<file path="config.mk">
export PLATFORM = sky130hd
export DESIGN_NAME = packbits_run_length_decoder_unit
export DESIGN_NICKNAME = d
export VERILOG_FILES = /design/src/rtl/pbrld_pkg.sv /design/src/rtl/pbrld_front.sv /design/src/rtl/pbrld_queue.sv /design/src/rtl/pbrld_back.sv /design/src/rtl/packbits_run_length_decoder_unit.sv
export VERILOG_INCLUDE_DIRS = /design/src /design/src/rtl
export SDC_FILE = /design/constraint.sdc
export NUM_CORES = 1
export LEC_CHECK = 0
export BUFFER_PORTS_ARGS = -buffer_cell sky130_fd_sc_hd__buf_4
export CAP_MARGIN = 10
export CORE_MARGIN = 8
export CORE_UTILIZATION = 45
export CTS_CLUSTER_SIZE = 16
export DETAILED_ROUTE_END_ITERATION = 10
export MAX_ROUTING_LAYER = met4
export PLACE_DENSITY = 0.72
export SYNTH_ARGS = -nofsm -noshare
export SYNTH_HDL_FRONTEND = slang
export SYNTH_HIERARCHICAL = 1
export SYNTH_SLANG_ARGS = --single-unit
export TNS_END_PERCENT = 20
</file>
<file path="constraint.sdc">
create_clock -name clock -period 14.1 [get_ports clock]
set_input_delay 0.705 -clock clock [delete_from_list [all_inputs] [get_ports clock]]
set_output_delay 0.705 -clock clock [all_outputs]
set_load 0.005 [all_outputs]
</file>
<file path="src/rtl/packbits_run_length_decoder_unit_assert.svh">
// ----------------------------------------------------------------------------
// PackBits decoder assertion macros
// Shared property macros for the decoder's internal checks.
// ----------------------------------------------------------------------------
`ifndef PACKBITS_RUN_LENGTH_DECODER_UNIT_ASSERT_SVH
`define PACKBITS_RUN_LENGTH_DECODER_UNIT_ASSERT_SVH

// same-cycle implication
`define PBRLD_ASSERT_NOW(label, clk, rst, ante, cons, msg) \
   label: assert property (@(posedge clk) disable iff (rst) (ante) |-> (cons)) \
      else $error(msg);

// next-cycle implication
`define PBRLD_ASSERT_NEXT(label, clk, rst, ante, cons, msg) \
   label: assert property (@(posedge clk) disable iff (rst) (ante) |=> (cons)) \
      else $error(msg);

`endif

</file>
<file path="src/rtl/pbrld_pkg.sv">
// ----------------------------------------------------------------------------
// PackBits decoder package
// Types and constants shared by the decoder's front, queue and back.
// ----------------------------------------------------------------------------
package pbrld_pkg;

   localparam int ROW_LEN_BITS   = 16;
   localparam int CSR_DATA_BITS  = 16;
   localparam int CONSUMED_BITS  = 18;
   localparam int QUEUE_DEPTH    = 2;
   localparam int QUEUE_PTR_BITS = (QUEUE_DEPTH > 1) ? $clog2(QUEUE_DEPTH) : 1;
   localparam int QUEUE_CNT_BITS = $clog2(QUEUE_DEPTH + 1);

   localparam logic [7:0] SKIP_CODE   = 8'd128;
   localparam logic [8:0] REPEAT_BASE = 9'd257;
   localparam logic [CONSUMED_BITS-1:0] CONSUMED_MAX = {CONSUMED_BITS{1'b1}};

   typedef logic [ROW_LEN_BITS-1:0]  row_len_type;
   typedef logic [ROW_LEN_BITS:0]    row_sum_type;
   typedef logic [CONSUMED_BITS-1:0] consumed_type;

   typedef enum logic [1:0] {
      PH_CONTROL = 2'd0,
      PH_LITERAL = 2'd1,
      PH_REPEAT  = 2'd2
   } phase_type;

   typedef enum logic {
      OP_RUN   = 1'b0,
      OP_ERROR = 1'b1
   } op_type;

   typedef struct packed {
      op_type       op;
      logic [7:0]   data_byte;
      logic [7:0]   repeat_count;
      logic         row_last;
      consumed_type consumed_bytes;
   } entry_type;

endpackage

</file>
<file path="src/rtl/pbrld_front.sv">
// ----------------------------------------------------------------------------
// PackBits decoder front end
// Takes one compressed byte per cycle unless stalled, tracks run state and
// hands each result-producing byte to the queue as a run or error entry.
// ----------------------------------------------------------------------------
module pbrld_front (
   input  logic                   clock,
   input  logic                   reset,
   input  logic                   req_valid,
   input  logic                   req_stall,
   input  logic [7:0]             req_code_byte,
   input  logic                   csr_valid,
   input  logic                   csr_ready,
   input  logic [pbrld_pkg::CSR_DATA_BITS-1:0] csr_row_length,
   output logic                   push_valid,
   output pbrld_pkg::entry_type   push_entry
);

   pbrld_pkg::phase_type    phase_ff, phase_in;
   logic [7:0]              run_left_ff, run_left_in;
   pbrld_pkg::row_len_type  written_ff, written_in;
   pbrld_pkg::consumed_type consumed_ff, consumed_in;
   pbrld_pkg::row_len_type  row_length_ff, row_length_in;

   logic                    accept;
   logic                    is_literal, is_repeat, is_control;
   logic                    ctl_literal, ctl_skip;
   logic [7:0]              lit_len, rep_len, run_dec, len;
   pbrld_pkg::row_sum_type  sum;
   logic                    over, fills;
   logic                    err, run_emit, restart;
   pbrld_pkg::consumed_type cons_inc;

   assign accept      = req_valid && !req_stall;
   assign is_literal  = (phase_ff == pbrld_pkg::PH_LITERAL);
   assign is_repeat   = (phase_ff == pbrld_pkg::PH_REPEAT);
   assign is_control  = !is_literal && !is_repeat;
   assign ctl_literal = !req_code_byte[7];
   assign ctl_skip    = (req_code_byte == pbrld_pkg::SKIP_CODE);
   assign lit_len     = {1'b0, req_code_byte[6:0]} + 8'd1;
   assign rep_len     = 8'(pbrld_pkg::REPEAT_BASE - {1'b0, req_code_byte});
   assign run_dec     = run_left_ff - 8'd1;
   assign len         = is_literal ? 8'd1 : (is_repeat ? run_left_ff : lit_len);
   assign sum         = {1'b0, written_ff} + pbrld_pkg::row_sum_type'(len);
   assign over        = sum > {1'b0, row_length_ff};
   assign fills       = sum == {1'b0, row_length_ff};
   assign err         = (is_repeat && over) || (is_control && ctl_literal && over);
   assign run_emit    = is_literal || (is_repeat && !over);
   assign restart     = err || (run_emit && fills);
   assign cons_inc    = (consumed_ff == pbrld_pkg::CONSUMED_MAX)
                        ? consumed_ff
                        : consumed_ff + pbrld_pkg::consumed_type'(1);

   // next phase
   always_comb begin
      phase_in = phase_ff;
      if (accept) begin
         unique case (phase_ff)
            pbrld_pkg::PH_LITERAL: begin
               phase_in = (run_dec == 8'd0) ? pbrld_pkg::PH_CONTROL
                                            : pbrld_pkg::PH_LITERAL;
            end
            pbrld_pkg::PH_REPEAT: begin
               phase_in = pbrld_pkg::PH_CONTROL;
            end
            default: begin
               if (ctl_literal) begin
                  phase_in = pbrld_pkg::PH_LITERAL;
               end else if (ctl_skip) begin
                  phase_in = pbrld_pkg::PH_CONTROL;
               end else begin
                  phase_in = pbrld_pkg::PH_REPEAT;
               end
            end
         endcase
         if (restart) begin
            phase_in = pbrld_pkg::PH_CONTROL;
         end
      end
   end

   // counters and queue entry
   always_comb begin
      run_left_in = run_left_ff;
      written_in  = written_ff;
      consumed_in = consumed_ff;
      push_valid  = 1'b0;
      push_entry.op             = err ? pbrld_pkg::OP_ERROR : pbrld_pkg::OP_RUN;
      push_entry.data_byte      = req_code_byte;
      push_entry.repeat_count   = len;
      push_entry.row_last       = fills;
      push_entry.consumed_bytes = cons_inc;
      if (accept) begin
         consumed_in = cons_inc;
         push_valid  = err || run_emit;
         unique case (phase_ff)
            pbrld_pkg::PH_LITERAL: begin
               run_left_in = run_dec;
            end
            pbrld_pkg::PH_REPEAT: begin
               run_left_in = 8'd0;
            end
            default: begin
               if (ctl_literal) begin
                  run_left_in = lit_len;
               end else if (!ctl_skip) begin
                  run_left_in = rep_len;
               end
            end
         endcase
         if (run_emit) begin
            written_in = sum[pbrld_pkg::ROW_LEN_BITS-1:0];
         end
         if (restart) begin
            run_left_in = 8'd0;
            written_in  = '0;
            consumed_in = '0;
         end
      end
   end

   always_comb begin
      row_length_in = row_length_ff;
      if (csr_valid && csr_ready) begin
         row_length_in = pbrld_pkg::row_len_type'(csr_row_length);
      end
   end

   always_ff @(posedge clock) begin
      if (reset) begin
         phase_ff      <= pbrld_pkg::PH_CONTROL;
         run_left_ff   <= 8'd0;
         written_ff    <= '0;
         consumed_ff   <= '0;
         row_length_ff <= pbrld_pkg::row_len_type'(1);
      end else begin
         phase_ff      <= phase_in;
         run_left_ff   <= run_left_in;
         written_ff    <= written_in;
         consumed_ff   <= consumed_in;
         row_length_ff <= row_length_in;
      end
   end

endmodule

</file>
<file path="src/rtl/pbrld_queue.sv">
// ----------------------------------------------------------------------------
// PackBits decoder entry queue
// Short FIFO between front and back so each side can stall on its own.
// ----------------------------------------------------------------------------
module pbrld_queue (
   input  logic                 clock,
   input  logic                 reset,
   input  logic                 push_valid,
   input  pbrld_pkg::entry_type push_entry,
   input  logic                 pop,
   output logic                 full,
   output logic                 q_valid,
   output pbrld_pkg::entry_type q_entry
);

   pbrld_pkg::entry_type                  slot_ff [pbrld_pkg::QUEUE_DEPTH];
   logic [pbrld_pkg::QUEUE_PTR_BITS-1:0]  wr_ptr_ff, wr_ptr_in;
   logic [pbrld_pkg::QUEUE_PTR_BITS-1:0]  rd_ptr_ff, rd_ptr_in;
   logic [pbrld_pkg::QUEUE_CNT_BITS-1:0]  count_ff, count_in;
   logic                                  do_push, do_pop;

   localparam logic [pbrld_pkg::QUEUE_PTR_BITS-1:0] LastPtr =
      pbrld_pkg::QUEUE_PTR_BITS'(pbrld_pkg::QUEUE_DEPTH - 1);
   localparam logic [pbrld_pkg::QUEUE_CNT_BITS-1:0] FullCount =
      pbrld_pkg::QUEUE_CNT_BITS'(pbrld_pkg::QUEUE_DEPTH);

   assign full    = (count_ff == FullCount);
   assign q_valid = (count_ff != '0);
   assign q_entry = slot_ff[rd_ptr_ff];
   assign do_push = push_valid && !full;
   assign do_pop  = pop && q_valid;

   always_comb begin
      wr_ptr_in = wr_ptr_ff;
      rd_ptr_in = rd_ptr_ff;
      count_in  = count_ff;
      if (do_push) begin
         wr_ptr_in = (wr_ptr_ff == LastPtr) ? '0
                     : wr_ptr_ff + pbrld_pkg::QUEUE_PTR_BITS'(1);
      end
      if (do_pop) begin
         rd_ptr_in = (rd_ptr_ff == LastPtr) ? '0
                     : rd_ptr_ff + pbrld_pkg::QUEUE_PTR_BITS'(1);
      end
      if (do_push && !do_pop) begin
         count_in = count_ff + pbrld_pkg::QUEUE_CNT_BITS'(1);
      end else if (do_pop && !do_push) begin
         count_in = count_ff - pbrld_pkg::QUEUE_CNT_BITS'(1);
      end
   end

   always_ff @(posedge clock) begin
      if (do_push) begin
         slot_ff[wr_ptr_ff] <= push_entry;
      end
   end

   always_ff @(posedge clock) begin
      if (reset) begin
         wr_ptr_ff <= '0;
         rd_ptr_ff <= '0;
         count_ff  <= '0;
      end else begin
         wr_ptr_ff <= wr_ptr_in;
         rd_ptr_ff <= rd_ptr_in;
         count_ff  <= count_in;
      end
   end

endmodule

</file>
<file path="src/rtl/pbrld_back.sv">
// ----------------------------------------------------------------------------
// PackBits decoder back end
// Turns queue entries into result fields and holds them in the output
// register until the consumer takes the item.
// ----------------------------------------------------------------------------
module pbrld_back (
   input  logic                 clock,
   input  logic                 reset,
   input  logic                 q_valid,
   input  pbrld_pkg::entry_type q_entry,
   output logic                 pop,
   input  logic                 rsp_stall,
   output logic                 rsp_valid,
   output logic [7:0]           rsp_data_byte,
   output logic [7:0]           rsp_repeat_count,
   output logic                 rsp_row_last,
   output logic                 rsp_status,
   output logic [pbrld_pkg::CONSUMED_BITS-1:0] rsp_consumed_bytes
);

   logic                    valid_ff, valid_in;
   logic [7:0]              data_ff, data_in;
   logic [7:0]              count_ff, count_in;
   logic                    last_ff, last_in;
   logic                    status_ff, status_in;
   pbrld_pkg::consumed_type consumed_ff, consumed_in;
   logic                    is_err;

   assign pop    = q_valid && (!valid_ff || !rsp_stall);
   assign is_err = (q_entry.op == pbrld_pkg::OP_ERROR);

   always_comb begin
      valid_in    = valid_ff && rsp_stall;
      data_in     = data_ff;
      count_in    = count_ff;
      last_in     = last_ff;
      status_in   = status_ff;
      consumed_in = consumed_ff;
      if (pop) begin
         valid_in    = 1'b1;
         data_in     = is_err ? 8'd0 : q_entry.data_byte;
         count_in    = is_err ? 8'd0 : q_entry.repeat_count;
         last_in     = !is_err && q_entry.row_last;
         status_in   = is_err;
         consumed_in = q_entry.consumed_bytes;
      end
   end

   always_ff @(posedge clock) begin
      if (reset) begin
         valid_ff <= 1'b0;
      end else begin
         valid_ff <= valid_in;
      end
   end

   always_ff @(posedge clock) begin
      data_ff     <= data_in;
      count_ff    <= count_in;
      last_ff     <= last_in;
      status_ff   <= status_in;
      consumed_ff <= consumed_in;
   end

   assign rsp_valid          = valid_ff;
   assign rsp_data_byte      = data_ff;
   assign rsp_repeat_count   = count_ff;
   assign rsp_row_last       = last_ff;
   assign rsp_status         = status_ff;
   assign rsp_consumed_bytes = consumed_ff;

endmodule

</file>
<file path="src/rtl/packbits_run_length_decoder_unit.sv">
// ----------------------------------------------------------------------------
// PackBits run-length decoder
// Takes one compressed byte per cycle unless stalled and gives at most one
// counted result (data byte, repeat count) per byte, with row completion and
// overflow errors.
// Accepts one code byte every cycle while req_stall is low; a byte that yields
// a result is queued at its accepting edge and shows on rsp_ when the output
// register loads. Control and skip bytes give no result, but an overflowing
// literal control byte gives an error. Results pass through a two-entry queue,
// so req_stall rises only once a stalled rsp_ result and two queued results
// wait. Write row_length via csr_ (always ready) between items; not checked.
module packbits_run_length_decoder_unit (
   input  logic                 clock,
   input  logic                 reset,
   input  logic                 req_valid,
   output logic                 req_stall,
   input  logic [7:0]           req_code_byte,
   input  logic                 csr_valid,
   output logic                 csr_ready,
   input  logic [pbrld_pkg::CSR_DATA_BITS-1:0] csr_row_length,
   output logic                 rsp_valid,
   input  logic                 rsp_stall,
   output logic [7:0]           rsp_data_byte,
   output logic [7:0]           rsp_repeat_count,
   output logic                 rsp_row_last,
   output logic                 rsp_status,
   output logic [pbrld_pkg::CONSUMED_BITS-1:0] rsp_consumed_bytes
);

`include "packbits_run_length_decoder_unit_assert.svh"

   logic                 push_valid;
   pbrld_pkg::entry_type push_entry;
   logic                 q_full;
   logic                 q_valid;
   pbrld_pkg::entry_type q_entry;
   logic                 pop;

   assign csr_ready = 1'b1;
   assign req_stall = q_full;

   pbrld_front u_front (
      .clock          (clock),
      .reset          (reset),
      .req_valid      (req_valid),
      .req_stall      (req_stall),
      .req_code_byte  (req_code_byte),
      .csr_valid      (csr_valid),
      .csr_ready      (csr_ready),
      .csr_row_length (csr_row_length),
      .push_valid     (push_valid),
      .push_entry     (push_entry)
   );

   pbrld_queue u_queue (
      .clock      (clock),
      .reset      (reset),
      .push_valid (push_valid),
      .push_entry (push_entry),
      .pop        (pop),
      .full       (q_full),
      .q_valid    (q_valid),
      .q_entry    (q_entry)
   );

   pbrld_back u_back (
      .clock              (clock),
      .reset              (reset),
      .q_valid            (q_valid),
      .q_entry            (q_entry),
      .pop                (pop),
      .rsp_stall          (rsp_stall),
      .rsp_valid          (rsp_valid),
      .rsp_data_byte      (rsp_data_byte),
      .rsp_repeat_count   (rsp_repeat_count),
      .rsp_row_last       (rsp_row_last),
      .rsp_status         (rsp_status),
      .rsp_consumed_bytes (rsp_consumed_bytes)
   );

   `PBRLD_ASSERT_NOW(a_no_push_when_full, clock, reset, push_valid, !q_full, "item pushed into full queue")
   `PBRLD_ASSERT_NOW(a_rsp_from_queue, clock, reset, $rose(rsp_valid), $past(q_valid), "result appeared without a queued entry")
   `PBRLD_ASSERT_NEXT(a_pop_loads_rsp, clock, reset, pop, rsp_valid, "popped entry not presented")

endmodule

</file>
## Yosys cells after proc, flatten, opt, wreduce, memory -nomap -nowiden

Memories as Yosys holds them, arrays and structs flattened. A register that Yosys moved wholly into a read port is not among the register bits.
Cells that the tools add are included.
W data, S select, Z words.

| word-level totals | value |
|---|---|
| register bits after elaboration | 101 |
| bits in latches | 0 |
| RAM bits | 72 |
| memory bits (read-only) | 0 |
| bits of input ports | 29 |
| word-level logic and storage cells | 93 |
| memories | 1 |

| cells by class | value |
|---|---|
| add/subtract/negate cells | 9 |
| $mul | 0 |
| divide/modulo/power cells | 0 |
| order comparisons | 1 |
| eq/ne operators | 7 |
| shift operators | 0 |
| muxes and demuxes | 26 |
| bitwise operators | 0 |
| reduce and logical (&&, ||, !) cells | 35 |

Memories:

| memory | depth | width | read ports | clocked after memory_dff | wr ports | line | RTL |
|---|---|---|---|---|---|---|---|
| u_queue.slot_ff | 2 | 36 | 1 | 1 | 1 | pbrld_queue.sv:16 | `pbrld_pkg::entry_type slot_ff [pbrld_pkg::QUEUE_DEPTH];` |

Operators with widths:

| cell | number |
|---|---|
| $mux W8 | 5 |
| $mux W18 | 2 |
| $mux W16 | 2 |
| $add A18 B1 Y18 const B | 1 |
| $eq A18 B18 Y1 const B | 1 |
| $add A16 B8 Y17 | 1 |
| $eq A17 B16 Y1 | 1 |
| $gt A17 B16 Y1 | 1 |
| $pmux W8 S2 | 1 |
| $logic_and A1 B1 Y1 | 14 |
| $logic_not A1 Y1 | 10 |
| $mux W1 | 10 |
| $mux W2 | 5 |
| $add A7 B1 Y8 const B | 1 |
| $eq A8 B8 Y1 const B | 1 |
| $logic_not A8 Y1 | 1 |
| $sub A1 B8 Y8 const A | 1 |
| $sub A8 B1 Y8 const B | 1 |
| $reduce_bool A2 Y1 | 3 |
| $logic_or A1 B1 Y1 | 5 |
| $ne A5 B3 Y1 const B | 1 |
| $eq A2 B2 Y1 const B | 2 |
| $pmux W2 S2 | 1 |
| $reduce_and A2 Y1 | 2 |
| 4 further kinds | 5 |

## Longest topological paths before layout

| logic depth | value |
|---|---|
| depth after elaboration | 15 |
| depth in mapped cells | 27 |

## Modules after synthesis

Netlist, hierarchy kept.

Modules (own cells, without submodules):

| module | times used | cells an instance | area an instance (um^2) |
|---|---|---|---|
| pbrld_front | 1 | 556 | 4,312.9 |
| pbrld_queue | 1 | 137 | 2,815.2 |
| pbrld_back | 1 | 58 | 1,252.5 |
| packbits_run_length_decoder_unit | 1 | 2 | 11.3 |

## Worst setup path after synthesis

OpenSTA, ideal clock, no wires.

| timing path | value |
|---|---|
| path type | input to register |
| start point | input port req_code_byte[3] |
| end point | memory u_queue/slot_ff[0][0] (netlist bit) (enable) |
| arrival time | 5.225 ns |
| required time | 13.709 ns |
| slack | 8.485 ns |
| cell stages on the path | 22 |
| cells stage by stage | clkbuf_1 -> and4_1 -> nand3_1 -> nor2_1 -> a21oi_1 -> nor2_1 -> ha_1 -> a21o_1 -> o31ai_1 -> nor2_1 -> nand4_1 -> xnor2_1 -> ha_1 -> nand4_1 -> nor3_1 -> o31ai_1 -> nand2_1 -> a41oi_4 -> inv_2 -> inv_1 -> or3_1 -> inv_1 |

RTL lines:

| element | line | RTL |
|---|---|---|
| start: declaration | packbits_run_length_decoder_unit.sv:17 | `input logic [7:0] req_code_byte,` |
| end: declaration | pbrld_queue.sv:16 |  |

==> flow_metrics.tcl <==
set metrics [dict create \
    postCtsSetupBuffers 0 \
    finalSetupTns_ns 0 \
    drive_above_1_share 0.2039 \
    post_drt_wl_per_cell_microns 15.64 \
    path_clk_slew_ns 0.07 \
    worstPathArrival_ns 5.99 \
    grt_max_degree 45 \
    hp-class "reg -> reg" \
    tritoncts "yes" \
    synth_top_family_by_area "simple AND/OR/NAND/NOR gates" \
    power.density_nw_per_um2 167.2 \
    fin_crit_ns 5.928 \
    holdPathEnd "u_front/row_length_ff[7]" \
    dp_hpwl_mm 11.28 \
    hold_depth 2 \
    syn_area_sq_um 8392 \
    path_cells "inv_1 -> ha_1 -> mux2i_1 -> or2_2 -> inv_1 -> ha_1 -> a21o_1 -> a31oi_1 -> a21oi_1 -> a41oi_1 -> nor2_1 -> xnor2_1 -> ha_1 -> nand4_1 -> nor3_1 -> o31ai_1 -> nand2_1 -> a41oi_4 -> inv_2 -> inv_1 -> or3_1 -> clkinv_1 -> buf_4" \
    status "complete, no violations" \
    r2r-end "u_queue/slot_ff[0][21]" \
    p_leak_nw 3.568 \
    worst_slack_ns 8.173 \
    hold_viol_final 0 \
    synth_edf_count 108 \
    die_h_microns 152.6 \
    cp_num_buf_inv 6 \
    required_ns 14.16 \
    antenna_cells 0 \
    numCtsBuffers 17 \
    synth_cell_types 67 \
    die_w_microns 152.6 \
    ant_nets 0 \
    async_flop_share 0 \
    clock_path_buffers 2 \
    clk_latency_ns 0.43 \
    synthMuxAreaShare 0.05830 \
    synth_area_leaders "edfxtp_1 (39%), dfxtp_1 (16%), mux2_2 (5.2%)" \
    gp_congestion 0.8906 \
    first_iter_violations 370 \
    cts_root_buf "clkbuf_16" \
    first_global_vias 5473 \
    skew_ns 0.01549 \
    ir_drop_v 0.0001026 \
    slowest_stage "a41oi_1" \
    setup-violations-final 0 \
    fin_nets 870 \
    dp_slack_ns 7.900 \
    cp_top_family "simple AND/OR/NAND/NOR gates" \
    drc_errors 0 \
    track_usage 0.1480 \
    synth_top_area_cell "edfxtp_1" \
    rr_worst_depth 23 \
    worstSetupPathType "reg -> reg" \
    drv_slew 0 \
    synth_top_area_frac 0.3865 \
    synth-simple-area-share 0.1445 \
    ys_seq_area_frac 0.5439 \
    num_rows 50 \
    synth-compound-area-share 0.1066 \
    regToRegStartpoint "u_front/phase_ff[0]" \
    antenna_found_initial 0 \
    tightestPinTransition_ns 0.9870 \
    period_share 0.4204 \
    viasPerCell 5.298 \
    io_pins 68 \
    portBuffers 66 \
    slowest_delay_ns 0.55 \
    min-delay-start "u_front/row_length_ff[7]" \
    htree_levels 4 \
    synth_warnings 6 \
    avgSynthCellArea_sq_um 11.14 \
    synth_ff_type "edfxtp_1" \
    grt_pass1_wl_mm 27.41 \
    synth_xor_area_frac 0.05114 \
    final_core_util 0.5207 \
    wl_mm 16.47 \
    ys_ff_latch 174 \
    reg2reg_slack_ns 8.17 \
    drt-pass1-iter-count 6 \
    rsz0062_at_grt "false" \
    synthAdderAreaFrac 0.05308 \
    cts_resized 0 \
    area_delta_synth_final_pct 14.89 \
    endpoint_kind "register" \
    core-area_sq_um 18520 \
    crit_fanout 36 \
    hold_buffers 0 \
    cap_violations 0 \
    vias 5579 \
    start_kind "register" \
    die_area_sq_um 23270 \
    gr-total-overflow 0 \
    max_freq_ghz 0.1687 \
    cts_num_sinks 174 \
    synthCells 753 \
    maxSlewHeadroom 0.3404 \
    start_util 0.4532 \
]
## synth_stat cells, types with 7 or more instances
cell type / number
edfxtp_1: 108
nor2_1: 53
a21oi_1: 44
nand2_1: 86
xor2_1: 20
clkbuf_1: 15
buf_4: 15
nor3_1: 7
ha_1: 34
and2b_2: 7
dfxtp_1: 66
nand3_1: 28
inv_1: 35
o21a_1: 7
a22o_1: 13
xnor2_1: 29
mux2_2: 39
nand4_1: 15
o21ai_0: 20
nor2b_1: 14
a32o_1: 7
## layout make-up
type | count | area, sq um
fillers | 1647 | 8876
flip-flops and latches | 174 | 4564
multi-input cells | 506 | 3493
repair buffers | 71 | 533.0
clock buffers | 19 | 452.9
well taps | 234 | 292.8
clock inverters | 13 | 170.2
inverters | 36 | 135.1
## metal layers
layer / wire length, microns / vias up / global-route usage
met2: 7446 / 148 / 0.2241
met3: 913 / 16 / 0.03829
met1: 7834 / 2629 / 0.1884
met4: 276 / 0 / 0.05372
met5: 0 / - / -
li1: - / 2786 / -
## sequential cells by signal, summed over array words and instances (netlist names), 2 cells and up, named ones only
name                       flops
u_front/run_left_ff            8
u_front/row_length_ff         16
u_front/written_ff            16
u_back/rsp_data_byte           8
u_back/rsp_consumed_bytes     18
u_front/consumed_ff           18
u_queue/slot_ff               72
u_front/phase_ff               2
u_back/rsp_repeat_count        8
u_queue/count_ff               2
## cell usage in the layout (no fill, tap or decap), types with 3 or more instances in the layout
master / count
buf_4: 71
conb_1: 3
nand3b_1: 3
nand2_1: 86
clkbuf_16: 17
inv_6: 5
xnor2_1: 29
dfxtp_1: 66
o21ai_0: 20
and2b_2: 7
or3_1: 3
ha_1: 34
a21o_1: 3
a211oi_1: 4
and2_1: 6
nand3_1: 28
mux2i_1: 5
nor2b_1: 14
nand4_1: 15
inv_8: 3
inv_1: 34
a32o_1: 7
nand2b_1: 6
mux2_2: 39
a31oi_1: 6
o21a_1: 7
xor2_1: 20
nor3_1: 7
a22o_1: 13
nor2_1: 53
edfxtp_1: 108
or2_2: 4
a21oi_1: 44
## worst reg2reg max path: stages (launching register included)
cell	delay [ns]
dfxtp_1	0.34
inv_1	0.07
ha_1	0.46
mux2i_1	0.15
or2_2	0.32
inv_1	0.15
ha_1	0.26
a21o_1	0.17
a31oi_1	0.23
a21oi_1	0.15
a41oi_1	0.55
nor2_1	0.11
xnor2_1	0.20
ha_1	0.32
nand4_1	0.14
nor3_1	0.38
o31ai_1	0.15
nand2_1	0.17
a41oi_4	0.18
inv_2	0.14
inv_1	0.07
or3_1	0.37
clkinv_1	0.05
buf_4	0.44
## metrics by stage
stage | hold WS (ns) | area, sq um | power (mW) | std cells
CTS | 0.4578 | 9642 | 1.626 | 1053
detailed placement | 0.4484 | 9019 | 1.132 | 1021
floorplan | 0.4355 | 8399 | 0.9961 | 755
global route | 0.4693 | 9642 | 1.699 | 1053
finish | 0.4572 | 9642 | 1.612 | 1053
global placement | 0.4428 | 9019 | 1.122 | 1021
## worst max-delay path by stage
stage,start,to,slack (ns),depth (start not counted)
floorplan,req_code_byte[3],u_queue/slot_ff[0][0],8.48,22
global placement,req_code_byte[0],u_queue/slot_ff[0][13],8.05,24
detailed placement,req_code_byte[0],u_queue/slot_ff[0][13],7.90,24
CTS,u_front/phase_ff[0],u_queue/slot_ff[0][10],8.19,23
global route,u_front/phase_ff[0],u_queue/slot_ff[0][5],7.67,25
finish,u_front/phase_ff[0],u_queue/slot_ff[0][21],8.17,23
## kinds of logic (layout without fill, tap and decap cells)
group,after synthesis,count (layout)
buf+inv,75,139
fa+ha+maj,35,35
compound gates,128,128
other cells,1,3
simple gates,247,247
flops,174,174
mux,44,44
xor+xnor,49,49
## power by group
part	switching [mW]	internal, mW	total (mW)	leakage (nW)
Sequential	0.0326	0.653	0.686	1.53
Clock	0.210	0.279	0.489	0.304
Combinational	0.254	0.183	0.437	1.73
Total	0.497	1.11	1.61	3.57
Note: power is estimated with default switching activity, not from simulation.
